<file path="src/design/i2clsr_pkg.sv">
// package for the i2c light sensor reader core
// item structs, bus phase codes, request kinds, register indices and reset values, lux conversion
// no dependencies
`default_nettype none
package i2clsr_pkg;

  typedef struct packed {
    logic [1:0] kind;
    logic       sda_sample;
  } in_item_t;

  typedef struct packed {
    logic        scl_level;
    logic        sda_level;
    logic        busy_res;
    logic        done_res;
    logic        status;
    logic [15:0] raw_light;
    logic [19:0] lux_q4;
  } out_item_t;

  typedef enum logic [3:0] {
    PH_IDLE = 4'd0,
    PH_ST1  = 4'd1,
    PH_ST2  = 4'd2,
    PH_ST3  = 4'd3,
    PH_TXA  = 4'd4,
    PH_TXB  = 4'd5,
    PH_TXC  = 4'd6,
    PH_ACKL = 4'd7,
    PH_ACKH = 4'd8,
    PH_RXA  = 4'd9,
    PH_RXB  = 4'd10,
    PH_RXC  = 4'd11,
    PH_MAL  = 4'd12,
    PH_MAH  = 4'd13,
    PH_SPA  = 4'd14,
    PH_SPB  = 4'd15
  } phase_t;

  localparam logic [1:0] KIND_TICK    = 2'd0;
  localparam logic [1:0] KIND_POWER   = 2'd1;
  localparam logic [1:0] KIND_MEASURE = 2'd2;
  localparam logic [1:0] KIND_READ    = 2'd3;

  localparam logic [2:0] REG_DEV_ADDR  = 3'd0;
  localparam logic [2:0] REG_POLL_LIM  = 3'd1;
  localparam logic [2:0] REG_PWR_CMD   = 3'd2;
  localparam logic [2:0] REG_MEAS_CMD  = 3'd3;

  localparam logic [6:0] DEV_ADDR_RST  = 7'd35;
  localparam logic [7:0] POLL_LIM_RST  = 8'd10;
  localparam logic [7:0] PWR_CMD_RST   = 8'd1;
  localparam logic [7:0] MEAS_CMD_RST  = 8'd16;

  localparam logic [3:0]  BITS_PER_BYTE = 4'd8;
  localparam logic [16:0] DIV3_RECIP    = 17'd43691;
  localparam int          DIV3_SHIFT    = 17;

  // raw*40/3 truncated, written as 13*raw + raw/3
  function automatic logic [19:0] lux_of(input logic [15:0] raw);
    logic [32:0] prod;
    logic [15:0] third;
    logic [19:0] thirteen;
    prod     = {17'd0, raw} * {16'd0, DIV3_RECIP};
    third    = 16'(prod >> DIV3_SHIFT);
    thirteen = {raw, 3'd0} + {1'b0, raw, 2'd0} + {4'd0, raw};
    lux_of   = thirteen + {4'd0, third};
  endfunction

endpackage
`default_nettype wire

</file>
<file path="src/design/i2c_light_sensor_reader_core.sv">
// i2c light sensor reader core, top level
// tick-driven i2c master with output register, uses i2clsr_pkg
//
// usage:
//   in_valid/in_ready carry one bus tick per item: a request kind (plain tick,
//   power on, start measure, read value) and the sampled sda level.
//   out_valid/out_ready carry one result per tick: scl and sda drive levels,
//   busy and done flags, the last status, the raw reading and lux in q16.4.
//   cfg_wr_en/cfg_index/cfg_wdata write the address, poll limit and command
//   bytes; write them only while no transaction is running.
//   the result of a tick is registered and appears in the cycle after it is accepted.
//   throughput: one tick per cycle unless stalled; bus state update and lux
//   multiply sit in one pass between the accept edge and the output register.
//   requests are taken only while idle; a request while busy is ignored.
//   a stalled receiver holds the output register; in_ready falls until
//   the waiting result is taken, so no tick is lost.
//   reset: synchronous, active low; bus idle, registers at their defaults,
//   reading and status cleared, no result pending.
`default_nettype none
module i2c_light_sensor_reader_core
  import i2clsr_pkg::*;
(
  input  wire logic      clk,
  input  wire logic      rst_n,
  input  wire logic      in_valid,
  output logic           in_ready,
  input  wire in_item_t  in_data,
  output logic           out_valid,
  input  wire logic      out_ready,
  output out_item_t      out_data,
  input  wire logic      cfg_wr_en,
  input  wire logic [2:0] cfg_index,
  input  wire logic [7:0] cfg_wdata
);

  logic [6:0] dev_addr_r;
  logic [7:0] poll_lim_r, pwr_cmd_r, meas_cmd_r;

  phase_t     phase_r, phase_nxt;
  logic [1:0] ttype_r, ttype_nxt;
  logic [3:0] bit_cnt_r, bit_cnt_nxt;
  logic [7:0] shift_r, shift_nxt;
  logic [7:0] poll_r, poll_nxt;
  logic [7:0] high_r, high_nxt;
  logic [15:0] reading_r, reading_nxt;
  logic       status_r, status_nxt;
  logic [1:0] stage_r, stage_nxt;
  logic       fail_r, fail_nxt;

  logic       out_valid_r;
  out_item_t  out_data_r, out_data_nxt;

  logic       in_accept;
  logic       scl, sdo, busy, done;
  logic [1:0] stage_inc;
  logic [3:0] bit_cnt_inc;

  assign in_ready  = !out_valid_r || out_ready;
  assign in_accept = in_valid && in_ready;
  assign out_valid = out_valid_r;
  assign out_data  = out_data_r;

  always_ff @(posedge clk) begin
    if (!rst_n) begin
      dev_addr_r <= DEV_ADDR_RST;
      poll_lim_r <= POLL_LIM_RST;
      pwr_cmd_r  <= PWR_CMD_RST;
      meas_cmd_r <= MEAS_CMD_RST;
    end else if (cfg_wr_en) begin
      unique case (cfg_index)
        REG_DEV_ADDR: dev_addr_r <= cfg_wdata[6:0];
        REG_POLL_LIM: poll_lim_r <= cfg_wdata;
        REG_PWR_CMD:  pwr_cmd_r  <= cfg_wdata;
        REG_MEAS_CMD: meas_cmd_r <= cfg_wdata;
        default: ;
      endcase
    end
  end

  always_comb begin
    phase_nxt   = phase_r;
    ttype_nxt   = ttype_r;
    bit_cnt_nxt = bit_cnt_r;
    shift_nxt   = shift_r;
    poll_nxt    = poll_r;
    high_nxt    = high_r;
    reading_nxt = reading_r;
    status_nxt  = status_r;
    stage_nxt   = stage_r;
    fail_nxt    = fail_r;
    scl         = 1'b1;
    sdo         = 1'b1;
    busy        = 1'b1;
    done        = 1'b0;
    stage_inc   = stage_r + 2'd1;
    bit_cnt_inc = bit_cnt_r + 4'd1;

    unique case (phase_r)
      PH_IDLE: begin
        if (in_data.kind == KIND_TICK) begin
          busy = 1'b0;
        end else begin
          ttype_nxt = in_data.kind;
          stage_nxt = 2'd0;
          fail_nxt  = 1'b0;
          poll_nxt  = 8'd0;
          phase_nxt = PH_ST1;
        end
      end
      PH_ST1: phase_nxt = PH_ST2;
      PH_ST2: begin
        sdo       = 1'b0;
        phase_nxt = PH_ST3;
      end
      PH_ST3: begin
        scl         = 1'b0;
        sdo         = 1'b0;
        shift_nxt   = {dev_addr_r, (ttype_r == KIND_READ)};
        bit_cnt_nxt = 4'd0;
        phase_nxt   = PH_TXA;
      end
      PH_TXA: begin
        scl       = 1'b0;
        sdo       = shift_r[7];
        phase_nxt = PH_TXB;
      end
      PH_TXB: begin
        sdo       = shift_r[7];
        phase_nxt = PH_TXC;
      end
      PH_TXC: begin
        scl         = 1'b0;
        sdo         = shift_r[7];
        shift_nxt   = {shift_r[6:0], 1'b0};
        bit_cnt_nxt = bit_cnt_inc;
        if (bit_cnt_inc >= BITS_PER_BYTE) begin
          phase_nxt = PH_ACKL;
          poll_nxt  = 8'd0;
        end else begin
          phase_nxt = PH_TXA;
        end
      end
      PH_ACKL: begin
        scl       = 1'b0;
        phase_nxt = PH_ACKH;
      end
      PH_ACKH: begin
        if (!in_data.sda_sample) begin
          stage_nxt = stage_inc;
          if (ttype_r == KIND_READ) begin
            shift_nxt   = 8'd0;
            bit_cnt_nxt = 4'd0;
            phase_nxt   = PH_RXA;
          end else if (stage_inc == 2'd1) begin
            shift_nxt   = (ttype_r == KIND_POWER) ? pwr_cmd_r : meas_cmd_r;
            bit_cnt_nxt = 4'd0;
            phase_nxt   = PH_TXA;
          end else begin
            phase_nxt = PH_SPA;
          end
        end else if (poll_r < poll_lim_r) begin
          poll_nxt = poll_r + 8'd1;
        end else begin
          fail_nxt  = 1'b1;
          phase_nxt = PH_SPA;
        end
      end
      PH_RXA: begin
        scl       = 1'b0;
        phase_nxt = PH_RXB;
      end
      PH_RXB: begin
        shift_nxt = {shift_r[6:0], in_data.sda_sample};
        phase_nxt = PH_RXC;
      end
      PH_RXC: begin
        bit_cnt_nxt = bit_cnt_inc;
        if (bit_cnt_inc >= BITS_PER_BYTE) begin
          if (stage_r == 2'd1) high_nxt = shift_r;
          phase_nxt = PH_MAL;
        end else begin
          phase_nxt = PH_RXA;
        end
      end
      PH_MAL: begin
        scl       = 1'b0;
        sdo       = 1'b0;
        phase_nxt = PH_MAH;
      end
      PH_MAH: begin
        sdo = (stage_r == 2'd2);
        if (stage_r == 2'd1) begin
          stage_nxt   = 2'd2;
          shift_nxt   = 8'd0;
          bit_cnt_nxt = 4'd0;
          phase_nxt   = PH_RXA;
        end else begin
          phase_nxt = PH_SPA;
        end
      end
      PH_SPA: begin
        sdo       = 1'b0;
        phase_nxt = PH_SPB;
      end
      PH_SPB: begin
        done       = 1'b1;
        status_nxt = fail_r;
        if (!fail_r && ttype_r == KIND_READ) reading_nxt = {high_r, shift_r};
        phase_nxt  = PH_IDLE;
      end
      default: begin
        busy      = 1'b0;
        phase_nxt = PH_IDLE;
      end
    endcase

    out_data_nxt.scl_level = scl;
    out_data_nxt.sda_level = sdo;
    out_data_nxt.busy_res  = busy;
    out_data_nxt.done_res  = done;
    out_data_nxt.status    = status_nxt;
    out_data_nxt.raw_light = reading_nxt;
    out_data_nxt.lux_q4    = lux_of(reading_nxt);
  end

  always_ff @(posedge clk) begin
    if (!rst_n) begin
      phase_r   <= PH_IDLE;
      ttype_r   <= 2'd0;
      bit_cnt_r <= 4'd0;
      shift_r   <= 8'd0;
      poll_r    <= 8'd0;
      high_r    <= 8'd0;
      reading_r <= 16'd0;
      status_r  <= 1'b0;
      stage_r   <= 2'd0;
      fail_r    <= 1'b0;
    end else if (in_accept) begin
      phase_r   <= phase_nxt;
      ttype_r   <= ttype_nxt;
      bit_cnt_r <= bit_cnt_nxt;
      shift_r   <= shift_nxt;
      poll_r    <= poll_nxt;
      high_r    <= high_nxt;
      reading_r <= reading_nxt;
      status_r  <= status_nxt;
      stage_r   <= stage_nxt;
      fail_r    <= fail_nxt;
    end
  end

  always_ff @(posedge clk) begin
    if (!rst_n) begin
      out_valid_r <= 1'b0;
    end else if (in_ready) begin
      out_valid_r <= in_valid;
    end
  end

  always_ff @(posedge clk) begin
    if (in_accept) out_data_r <= out_data_nxt;
  end

`ifndef ASSERT_OFF
  a_bit_cnt_range: assert property (@(posedge clk) disable iff (!rst_n)
    bit_cnt_r <= BITS_PER_BYTE)
    else $error("bit counter beyond one byte");

  a_idle_tick: assert property (@(posedge clk) disable iff (!rst_n)
    (in_accept && phase_r == PH_IDLE && in_data.kind == KIND_TICK)
      |=> (out_valid_r && !out_data_r.busy_res && phase_r == PH_IDLE))
    else $error("plain tick while idle left the bus busy");

  a_stop_done: assert property (@(posedge clk) disable iff (!rst_n)
    (in_accept && phase_r == PH_SPB)
      |=> (out_data_r.done_res && out_data_r.busy_res && phase_r == PH_IDLE))
    else $error("stop did not finish the transaction");
`endif

endmodule
`default_nettype wire
</file>
<file path="config.mk">
export PLATFORM = sky130hd
export DESIGN_NAME = i2c_light_sensor_reader_core
export DESIGN_NICKNAME = d
export VERILOG_FILES = /design/src/design/i2clsr_pkg.sv /design/src/design/i2c_light_sensor_reader_core.sv
export SDC_FILE = /design/constraint.sdc
export NUM_CORES = 1
export LEC_CHECK = 0
export ABC_AREA = 1
export BUFFER_PORTS_ARGS = -buffer_cell sky130_fd_sc_hd__buf_2
export CAP_MARGIN = 10
export CELL_PAD_IN_SITES_DETAIL_PLACEMENT = 0
export CELL_PAD_IN_SITES_GLOBAL_PLACEMENT = 1
export CORE_AREA = 2 2 164 166
export CTS_CLUSTER_DIAMETER = 50
export DETAILED_ROUTE_END_ITERATION = 16
export DIE_AREA = 0 0 166 168
export PLACE_DENSITY_LB_ADDON = 0.12
export SYNTH_ARGS = -nofsm -noshare
export SYNTH_HDL_FRONTEND = slang
export SYNTH_SLANG_ARGS = --single-unit
</file>
<file path="constraint.sdc">
create_clock -name clk -period 10.53 [get_ports clk]
set_input_delay 3.159 -clock clk [delete_from_list [all_inputs] [get_ports clk]]
set_output_delay 3.159 -clock clk [all_outputs]
set_load 0.1 [all_outputs]
</file>
==> impl_metrics.tcl, run 1 <==
set metrics [dict create \
    synthCells 1532 \
    grt_pass1_wl_um 54500 \
    maxCapViolCount 0 \
    setup_viol 0 \
    avgViaCountPerCell 5.16 \
    dp_cells 1923 \
    yosys_most_used_dff "dfxtp_1" \
    synth_xor_area_share_pct 3.83 \
    synth_top_area_share_pct 17.1 \
    gr-usage-all-layers_pct 25.1 \
    multiInputGateArea_um2 7880 \
    clk_path_buf_depth 2 \
    yosysTopAreaCell "ha_1" \
    regArea_um2 2950 \
    numPortBuffers 61 \
    highest_layer "met4" \
    m1WireLength_um 15000 \
    synth_fp_nets 1813 \
    relSlewSlack_pct 29.2 \
    via_count 10100 \
    grt_start_max_net_pins 48 \
    worst_ep_required_time_ns 10.70 \
    cts_hold_buf 0 \
    p_total_mw 3.40 \
    syn_avg_cell_area_um2 8.04 \
    path_common_cell "inv_1" \
    crit_path_max_fanout 30 \
    synth_edf_count 41 \
    ys_types 50 \
    path_clk_slew_ns 0.07 \
    routed-wl-met2_um 17300 \
    place_congestion 0.918 \
    rows 60 \
    dr.pass1.iters 5 \
    stdcell_area_um2 13600 \
    synth_area_um2 12300 \
    numCtsBuffers 17 \
    power_density_nw_per_um2 250 \
    synthTopCellsByCount "inv_1, nand2_1, ha_1" \
    hold_viol_final 0 \
    fmax_ghz 0.108 \
    async_flop_share_pct 0 \
    clk_latency_ns 0.42 \
    hold_ws_ns 0.448 \
    clock-sinks 127 \
    synth-adder-area-share_pct 32.4 \
    grt_pass1_vias 10100 \
    wl_um 34300 \
    rsz0062_at_grt "false" \
    drive_above_1_share_pct 8.12 \
    h-tree-depth 4 \
    p_leak_nw 7.17 \
    syn_to_final_growth_pct 10.3 \
    wl_per_cell_um 17.6 \
    final.setup.tns_ns 0 \
    tritoncts "done" \
    post-route-period-util_pct 88.1 \
    ios 62 \
    drtAntennaViolNets 0 \
    netlist_top_cells_area "ha_1, fa_1, dfxtp_1" \
    fp.dieArea_um2 27900 \
    finClkSkew_ns 0.0127 \
    globalRouteOverflowTotal 0 \
    worst_ep_arrival_time_ns 9.45 \
    worstMarginPinSlew_ns 1.06 \
    fin_cells 1956 \
    placed_area_um2 13000 \
    synth_top_family_by_area "adder cells" \
    synth_seq_area_share_pct 24.0 \
    initial_utilization_pct 46.7 \
    synth_simple_gate_area_share_pct 13.2 \
    end_kind "register" \
    synth-compound-area-share_pct 14.6 \
    setup.worst_path.class "register to register" \
    cts_root_buffer "clkbuf_16" \
    dp_hpwl_um 28300 \
    drtIter0Drc 528 \
    wl_met3_um 1210 \
    antenna_found_initial 0 \
    coreArea_um2 26400 \
    fin_nets 1882 \
    drc_errors 0 \
    die_w_um 166 \
    status "finished, final reports clean" \
    synth_mux_area_share_pct 0 \
    postCtsSetupBuffers 0 \
    fillCellCount 2656 \
    hp-class "register to register" \
    ys_warn_count 0 \
    post_cts_resized 0 \
    start_kind "register" \
    die_h_um 168 \
    synth.most_common_cell "inv_1" \
    period_minus_slack_ns 9.27 \
    vdd_ir_drop_max_uv 342 \
    cpPeakStageDelay_ns 0.58 \
    drv_slew 0 \
    slowest_stage "dfxtp_1" \
    ys_ff_latch 127 \
]
## worst max-delay path: cells and delay by family (launching register included)
kind	cells	cell delay, ns
AO/OA/AOI/OAI	9	2.03
XOR/XNOR	2	0.44
adder cells (fa/ha/maj)	10	4.10
buffers and inverters	9	0.78
flip-flops	1	0.58
AND/OR/NAND/NOR	8	1.08
## power by group
group / switching, mW / internal (mW)
registers: 0.0175 / 0.621
logic: 1.50 / 0.691
clock network: 0.249 / 0.313
## flip-flops by register name (all words and copies together) (netlist names)
signal	cells
phase_r	4
bit_cnt_r	4
reading_r	16
poll_lim_r	8
poll_r	8
ttype_r	2
shift_r	8
high_r	8
stage_r	2
meas_cmd_r	8
out_valid	1
status_r	1
pwr_cmd_r	8
out_data	41
dev_addr_r	7
fail_r	1
## through the flow
step                      setup WS (ns)  utilization [%]
after CTS                          1.33             51.5
final                              1.26             51.5
after floorplan                    2.24                -
after global placement             1.61             49.4
after detailed placement           1.28             49.4
after global routing              0.726             51.5
## routing by layer
layer | vias to the layer above | global-route usage, %
met4 | 0 | 7.60
met1 | 4796 | 31.0
met2 | 200 | 45.7
met3 | 45 | 3.13
li1 | 5060 | -
met5 | - | 0
## cells by family (layout without fill, tap and decap cells)
family,count (synthesis),count (layout)
adders and majority gates,262,262
xor gates and xnor gates,53,53
other,0,1
and+or+nand+nor,389,389
AOI/OAI and AO/OA,314,314
buffers and inverters,387,469
DFF,127,127
## cell usage in the layout, fill, tap and decap left out, types with 13 or more instances in the layout
master     synthesis  final
inv_1            359    358
nand2_1          205    205
ha_1             168    168
a21oi_1          127    127
nor2_1            98     98
fa_1              94     94
o21ai_0           95     93
dfxtp_1           86     86
buf_2              3     61
nand3_1           43     43
edfxtp_1          41     41
xor2_1            34     34
xnor2_1           18     18
clkbuf_16          0     17
nor3_1            15     15
a211oi_1          15     15
buf_4              1     13
## cell type report
cell class | count | area share (%)
clock buffers | 19 | 3.26
repair buffers | 74 | 2.97
multi-input cells | 1018 | 58.0
clock inverters | 13 | 0.765
diodes | 1 | 0.0184
well taps | 341 | 3.14
flip-flops and latches | 127 | 21.7
inverters | 363 | 10.1
## worst paths after layout
path | slack, ns | cells after the start | start | endpoint
worst max-delay path | 1.26 | 38 | ttype_r[0]$_SDFFE_PN0P_ | out_data[14]$_DFFE_PP_
worst min register to register | 0.45 | 2 | high_r[6]$_SDFFE_PN0P_ | high_r[6]$_SDFFE_PN0P_
worst max register to register | 1.26 | 38 | ttype_r[0]$_SDFFE_PN0P_ | out_data[14]$_DFFE_PP_
worst min-delay path | 0.45 | 2 | high_r[6]$_SDFFE_PN0P_ | high_r[6]$_SDFFE_PN0P_
Power figures use the tool's default switching activity.
==> inputs of run 2 (changes only) <==
- CORE_AREA: 2 2 164 166 -> 4 4 166 168
- DIE_AREA: 0 0 166 168 -> 0 0 170 172
- clock period: 10.53 -> 9.6 ns (I/O delays scaled with it)
==> run 2 against run 1 <==
Via count down 0.58%. Critical path type unchanged. Critical path depth is the same. Count of clock-buffer cells in the layout down 2. Cell count shrank 0.15%. Worst setup slack got worse by 0.55 ns. First-iteration DRC count is 5.7% lower. Largest power group unchanged. Die area up 4.8%. Routed wire length down 0.68%. Non-clock buffer count rose by 4. Largest cell class unchanged. Utilization up 1.2 points.
==> impl_metrics.tcl, run 2 (synthesized netlist as in run 1, its figures left out) <==
set metrics [dict create \
    status "finished, final reports clean" \
    hold_end "pwr_cmd_r[4]$_SDFFE_PN0P_" \
    fp.dieArea_um2 29200 \
    coreArea_um2 25900 \
    place_congestion 0.948 \
    p_leak_nw 7.22 \
    largest_reg_flops 41 \
    drc_errors 0 \
    cpPeakStageDelay_ns 0.54 \
    crit-reg2reg-launch "phase_r[2]$_SDFFE_PN0P_" \
    ios 62 \
    layout_commonest_cell "inv_1" \
    die_w_um 170 \
    post-route-period-util_pct 92.6 \
    dp_hpwl_um 28400 \
    setup_viol 0 \
    drtIter0Drc 498 \
    reg2reg_depth 38 \
    rrSetupSlack_ns 0.71 \
    dr.pass1.iters 5 \
    worstMarginPinSlew_ns 1.11 \
    path_common_cell "inv_1" \
    drv_slew 0 \
    grt_pass1_vias 10000 \
    regToRegEndpoint "out_data[14]$_DFFE_PP_" \
    numPortBuffers 61 \
    gr-usage-all-layers_pct 24.1 \
    grt_pass1_wl_um 54600 \
    hp-class "register to register" \
    worst_ep_arrival_time_ns 9.07 \
    end_kind "register" \
    hold_viol_final 0 \
    start_kind "register" \
    worst_ep_required_time_ns 9.78 \
    fin_nets 1886 \
    die_h_um 172 \
    crit_path_max_fanout 30 \
    min_path_cells 2 \
    cts_root_buffer "clkbuf_16" \
    path_clk_slew_ns 0.08 \
    p_total_mw 3.77 \
    min_from "pwr_cmd_r[4]$_SDFFE_PN0P_" \
    finClkSkew_ns 0.0180 \
    post_cts_resized 0 \
    tritoncts "done" \
    via_count 10000 \
    drive_above_1_share_pct 8.59 \
    h-tree-depth 4 \
    cts_hold_buf 0 \
    setup.worst_path.class "register to register" \
    maxCapViolCount 0 \
    dp_cells 1921 \
    clk_latency_ns 0.44 \
    period_minus_slack_ns 8.89 \
    syn_to_final_growth_pct 11.0 \
    final.setup.tns_ns 0 \
    fillCellCount 2567 \
    avgViaCountPerCell 5.14 \
    vdd_ir_drop_max_uv 356 \
    power_density_nw_per_um2 276 \
    postCtsSetupBuffers 0 \
    rows 59 \
    final_cell_mix "inv_1, nand2_1, ha_1" \
    stdcell_area_um2 13700 \
    numCtsBuffers 17 \
    fmax_ghz 0.112 \
    wl_per_cell_um 17.5 \
    placed_area_um2 13100 \
    rsz0062_at_grt "false" \
    drtAntennaViolNets 0 \
    initial_utilization_pct 47.5 \
    clk_path_buf_depth 2 \
    relSlewSlack_pct 25.6 \
    grt_start_max_net_pins 48 \
    clock-sinks 127 \
    slowest_stage "fa_1" \
    wl_um 34100 \
    diodes 0 \
    globalRouteOverflowTotal 0 \
    antenna_found_initial 0 \
    fin_cells 1953 \
]
[run 2: final cells by class]
type / instances / area (um^2) / area share (%)
well taps: 335 / 419 / 3.07
repair buffers: 78 / 433 / 3.17
flip-flops and latches: 127 / 2950 / 21.6
multi-input cells: 1018 / 7890 / 57.7
inverters: 363 / 1370 / 9.99
clock inverters: 15 / 184 / 1.35
clock buffers: 17 / 425 / 3.11
[run 2: stage by stage]
step,hold slack [ns],util (%),setup WS [ns]
6_report,0.449,52.8,0.706
5_1_grt,0.467,52.8,0.0653
3_5_place_dp,0.442,50.4,0.477
4_1_cts,0.452,52.7,0.456
3_3_place_gp,0.434,50.4,0.607
2_1_floorplan,0.420,-,1.31
[run 2: worst max-delay path by stage]
stage / startpoint / endpoint / slack [ns] / depth (start not counted)
detailed placement: phase_r[2]$_SDFFE_PN0P_ / out_data[14]$_DFFE_PP_ / 0.48 / 34
finish: phase_r[2]$_SDFFE_PN0P_ / out_data[14]$_DFFE_PP_ / 0.71 / 38
floorplan: phase_r[3]$_SDFFE_PN0P_ / out_data[14]$_DFFE_PP_ / 1.31 / 38
global placement: phase_r[3]$_SDFFE_PN0P_ / out_data[14]$_DFFE_PP_ / 0.61 / 32
CTS: phase_r[2]$_SDFFE_PN0P_ / out_data[14]$_DFFE_PP_ / 0.46 / 34
global route: phase_r[2]$_SDFFE_PN0P_ / out_data[14]$_DFFE_PP_ / 0.07 / 38
[run 2: worst max-delay path: cells and delay by family (launching register included)]
kind	cells	cell delay (ns)
adder cells (fa/ha/maj)	10	4.07
AND/OR/NAND/NOR	8	0.99
buffers and inverters	9	0.68
flip-flops	1	0.44
XOR/XNOR	2	0.51
AO/OA/AOI/OAI	9	1.94
[run 2: where the power goes]
group | switching (mW) | total (mW) | leakage [nW] | internal [mW]
registers | 0.0172 | 0.698 | 1.10 | 0.680
clock network | 0.312 | 0.667 | 0.298 | 0.355
logic | 1.66 | 2.41 | 5.82 | 0.752
total | 1.99 | 3.77 | 7.22 | 1.79
[run 2: metal layers]
| metal | track usage (%) | wire length (um) |
|---|---|---|
| met5 | 0 | 0 |
| met4 | 6.49 | 712 |
| met3 | 2.42 | 1030 |
| met2 | 43.3 | 17000 |
| met1 | 31.1 | 15300 |
==> inputs of run 3 (changes only) <==
- CORE_AREA: 4 4 166 168 -> 4 4 164 166
- CTS_BUF_LIST: default -> sky130_fd_sc_hd__clkbuf_8
- DIE_AREA: 0 0 170 172 -> 0 0 168 170
==> run 3 against run 2 <==
Fmax is 1.2% higher. Count of clock-buffer cells in the layout up 2. Final area down 1.3%. Highest routed layer unchanged. Die area down 2.3%. Clock power shrank 22%.
==> impl_metrics.tcl, run 3 (synthesized netlist as in run 1, its figures left out) <==
set metrics [dict create \
    setup.worst_path.class "register to register" \
    grt_pass1_vias 9781 \
    grt_start_max_net_pins 48 \
    rows 59 \
    finClkSkew_ns 0.0166 \
    numCtsBuffers 17 \
    period_minus_slack_ns 8.79 \
    fillCellCount 2502 \
    crit_path_max_fanout 30 \
    place_congestion 0.951 \
    gr-usage-all-layers_pct 23.7 \
    die_h_um 170 \
    worst_ep_arrival_time_ns 8.99 \
    wl_per_cell_um 17.2 \
    min_path_cells 2 \
    post-route-period-util_pct 91.6 \
    clock-sinks 127 \
    path_common_cell "inv_1" \
    slowest_stage "fa_1" \
    start_kind "register" \
    via_count 10000 \
    hold_viol_final 0 \
    p_sw_share_pct 52.8 \
    grt_pass1_wl_um 52800 \
    path_clk_slew_ns 0.09 \
    fp.dieArea_um2 28600 \
    multiInputGateArea_um2 7900 \
    stdcell_area_um2 13500 \
    maxCapViolCount 0 \
    drive_above_1_share_pct 8.60 \
    min_from "pwr_cmd_r[4]$_SDFFE_PN0P_" \
    drtAntennaViolNets 0 \
    clk_path_buf_depth 2 \
    pwr-share-seq_pct 19.2 \
    relSlewSlack_pct 34.2 \
    wl_um 33600 \
    clk_latency_ns 0.45 \
    hold_ws_ns 0.454 \
    tritoncts "done" \
    vdd_ir_drop_max_uv 361 \
    clkPwrFrac_pct 14.4 \
    syn_to_final_growth_pct 9.58 \
    p_total_mw 3.63 \
    antenna_found_initial 0 \
    cts_hold_buf 0 \
    fmax_ghz 0.114 \
    setup_viol 0 \
    p_leak_nw 7.13 \
    crit_start "phase_r[3]$_SDFFE_PN0P_" \
    dr.pass1.iters 5 \
    internal_power_mw 1.71 \
    avgViaCountPerCell 5.14 \
    layout_commonest_cell "inv_1" \
    hp-class "register to register" \
    diodes 0 \
    h-tree-depth 4 \
    reg2reg_depth 34 \
    end_kind "register" \
    pwr-share-comb_pct 66.4 \
    regArea_um2 2950 \
    worst_ep_required_time_ns 9.80 \
    placed_area_um2 13000 \
    power.switching_mw 1.92 \
    drtIter0Drc 635 \
    final_cell_mix "inv_1, nand2_1, ha_1" \
    fin_nets 1884 \
    largest_reg_flops 41 \
    initial_utilization_pct 48.1 \
    crit-reg2reg-launch "phase_r[3]$_SDFFE_PN0P_" \
    drc_errors 0 \
    worstMarginPinSlew_ns 0.985 \
    globalRouteOverflowTotal 0 \
    numPortBuffers 61 \
    cpPeakStageDelay_ns 0.53 \
    drv_slew 0 \
    ios 62 \
    power_density_nw_per_um2 269 \
    coreArea_um2 25600 \
    status "finished, final reports clean" \
    cts_root_buffer "clkbuf_8" \
    die_w_um 168 \
    dp_hpwl_um 27900 \
]
## run 3: cell types whose count changed in the layout (fill, tap and decap cells not counted), sizes merged
cell,change
clkbuf,+2
clkinvlp,+2
inv,-4
buf,-2
bufinv,+3
clkinv,-3
## run 3: worst paths after layout
| path | end | slack [ns] |
|---|---|---|
| worst min-delay path | pwr_cmd_r[4]$_SDFFE_PN0P_ | 0.45 |
| worst min register to register | pwr_cmd_r[4]$_SDFFE_PN0P_ | 0.45 |
| worst max register to register | out_data[14]$_DFFE_PP_ | 0.81 |
| worst max-delay path | out_data[14]$_DFFE_PP_ | 0.81 |
## run 3: power groups by stage
stage	sequential [mW]	clock, mW	combinational (mW)
after floorplan	1.03	0	1.48
after global placement	0.709	0	2.40
after detailed placement	0.711	0	2.41
after CTS	0.699	0.533	2.42
after global routing	0.703	0.556	2.71
final	0.697	0.523	2.41
## run 3: per-stage QoR
stage	util (%)	TNS, ns	std cells	setup slack [ns]
after floorplan	-	0	1532	1.31
after global placement	50.9	0	1919	0.652
after detailed placement	50.9	0	1919	0.580
after CTS	52.6	0	1951	0.562
after global routing	52.7	-0.00598	1951	-0.00598
final	52.7	0	1951	0.809
## run 3: cell type report
cell class / instances / area share [%]
Clock buffer: 19 / 1.94
Clock inverter: 13 / 1.29
Inverter: 363 / 10.1
Multi-Input combinational cell: 1018 / 58.6
Sequential cell: 127 / 21.9
Tap cell: 335 / 3.11
Timing Repair Buffer: 76 / 3.10
## run 3: layer usage
metal  vias to the layer above  part of all wire (%)  GRT usage [%]
li1                       5066                     -              -
met1                      4709                    44           30.2
met2                       193                    48           41.0
met3                        51                   3.9           3.62
met4                         0                   3.8           9.10
met5                         -                     0              0
## run 3: repair_timing
action | CTS | global route
endpoints found under the setup margin | 0 | 1
setup buffers | 0 | 0
resized for setup | 0 | 4
## run 3: worst max-delay path: cells and delay by family (launching register included)
kind	cells	cell delay, ns
xor+xnor	1	0.15
fa+ha+maj	9	3.87
simple gates	6	1.01
flops	1	0.44
compound gates	10	2.04
buf+inv	8	1.02
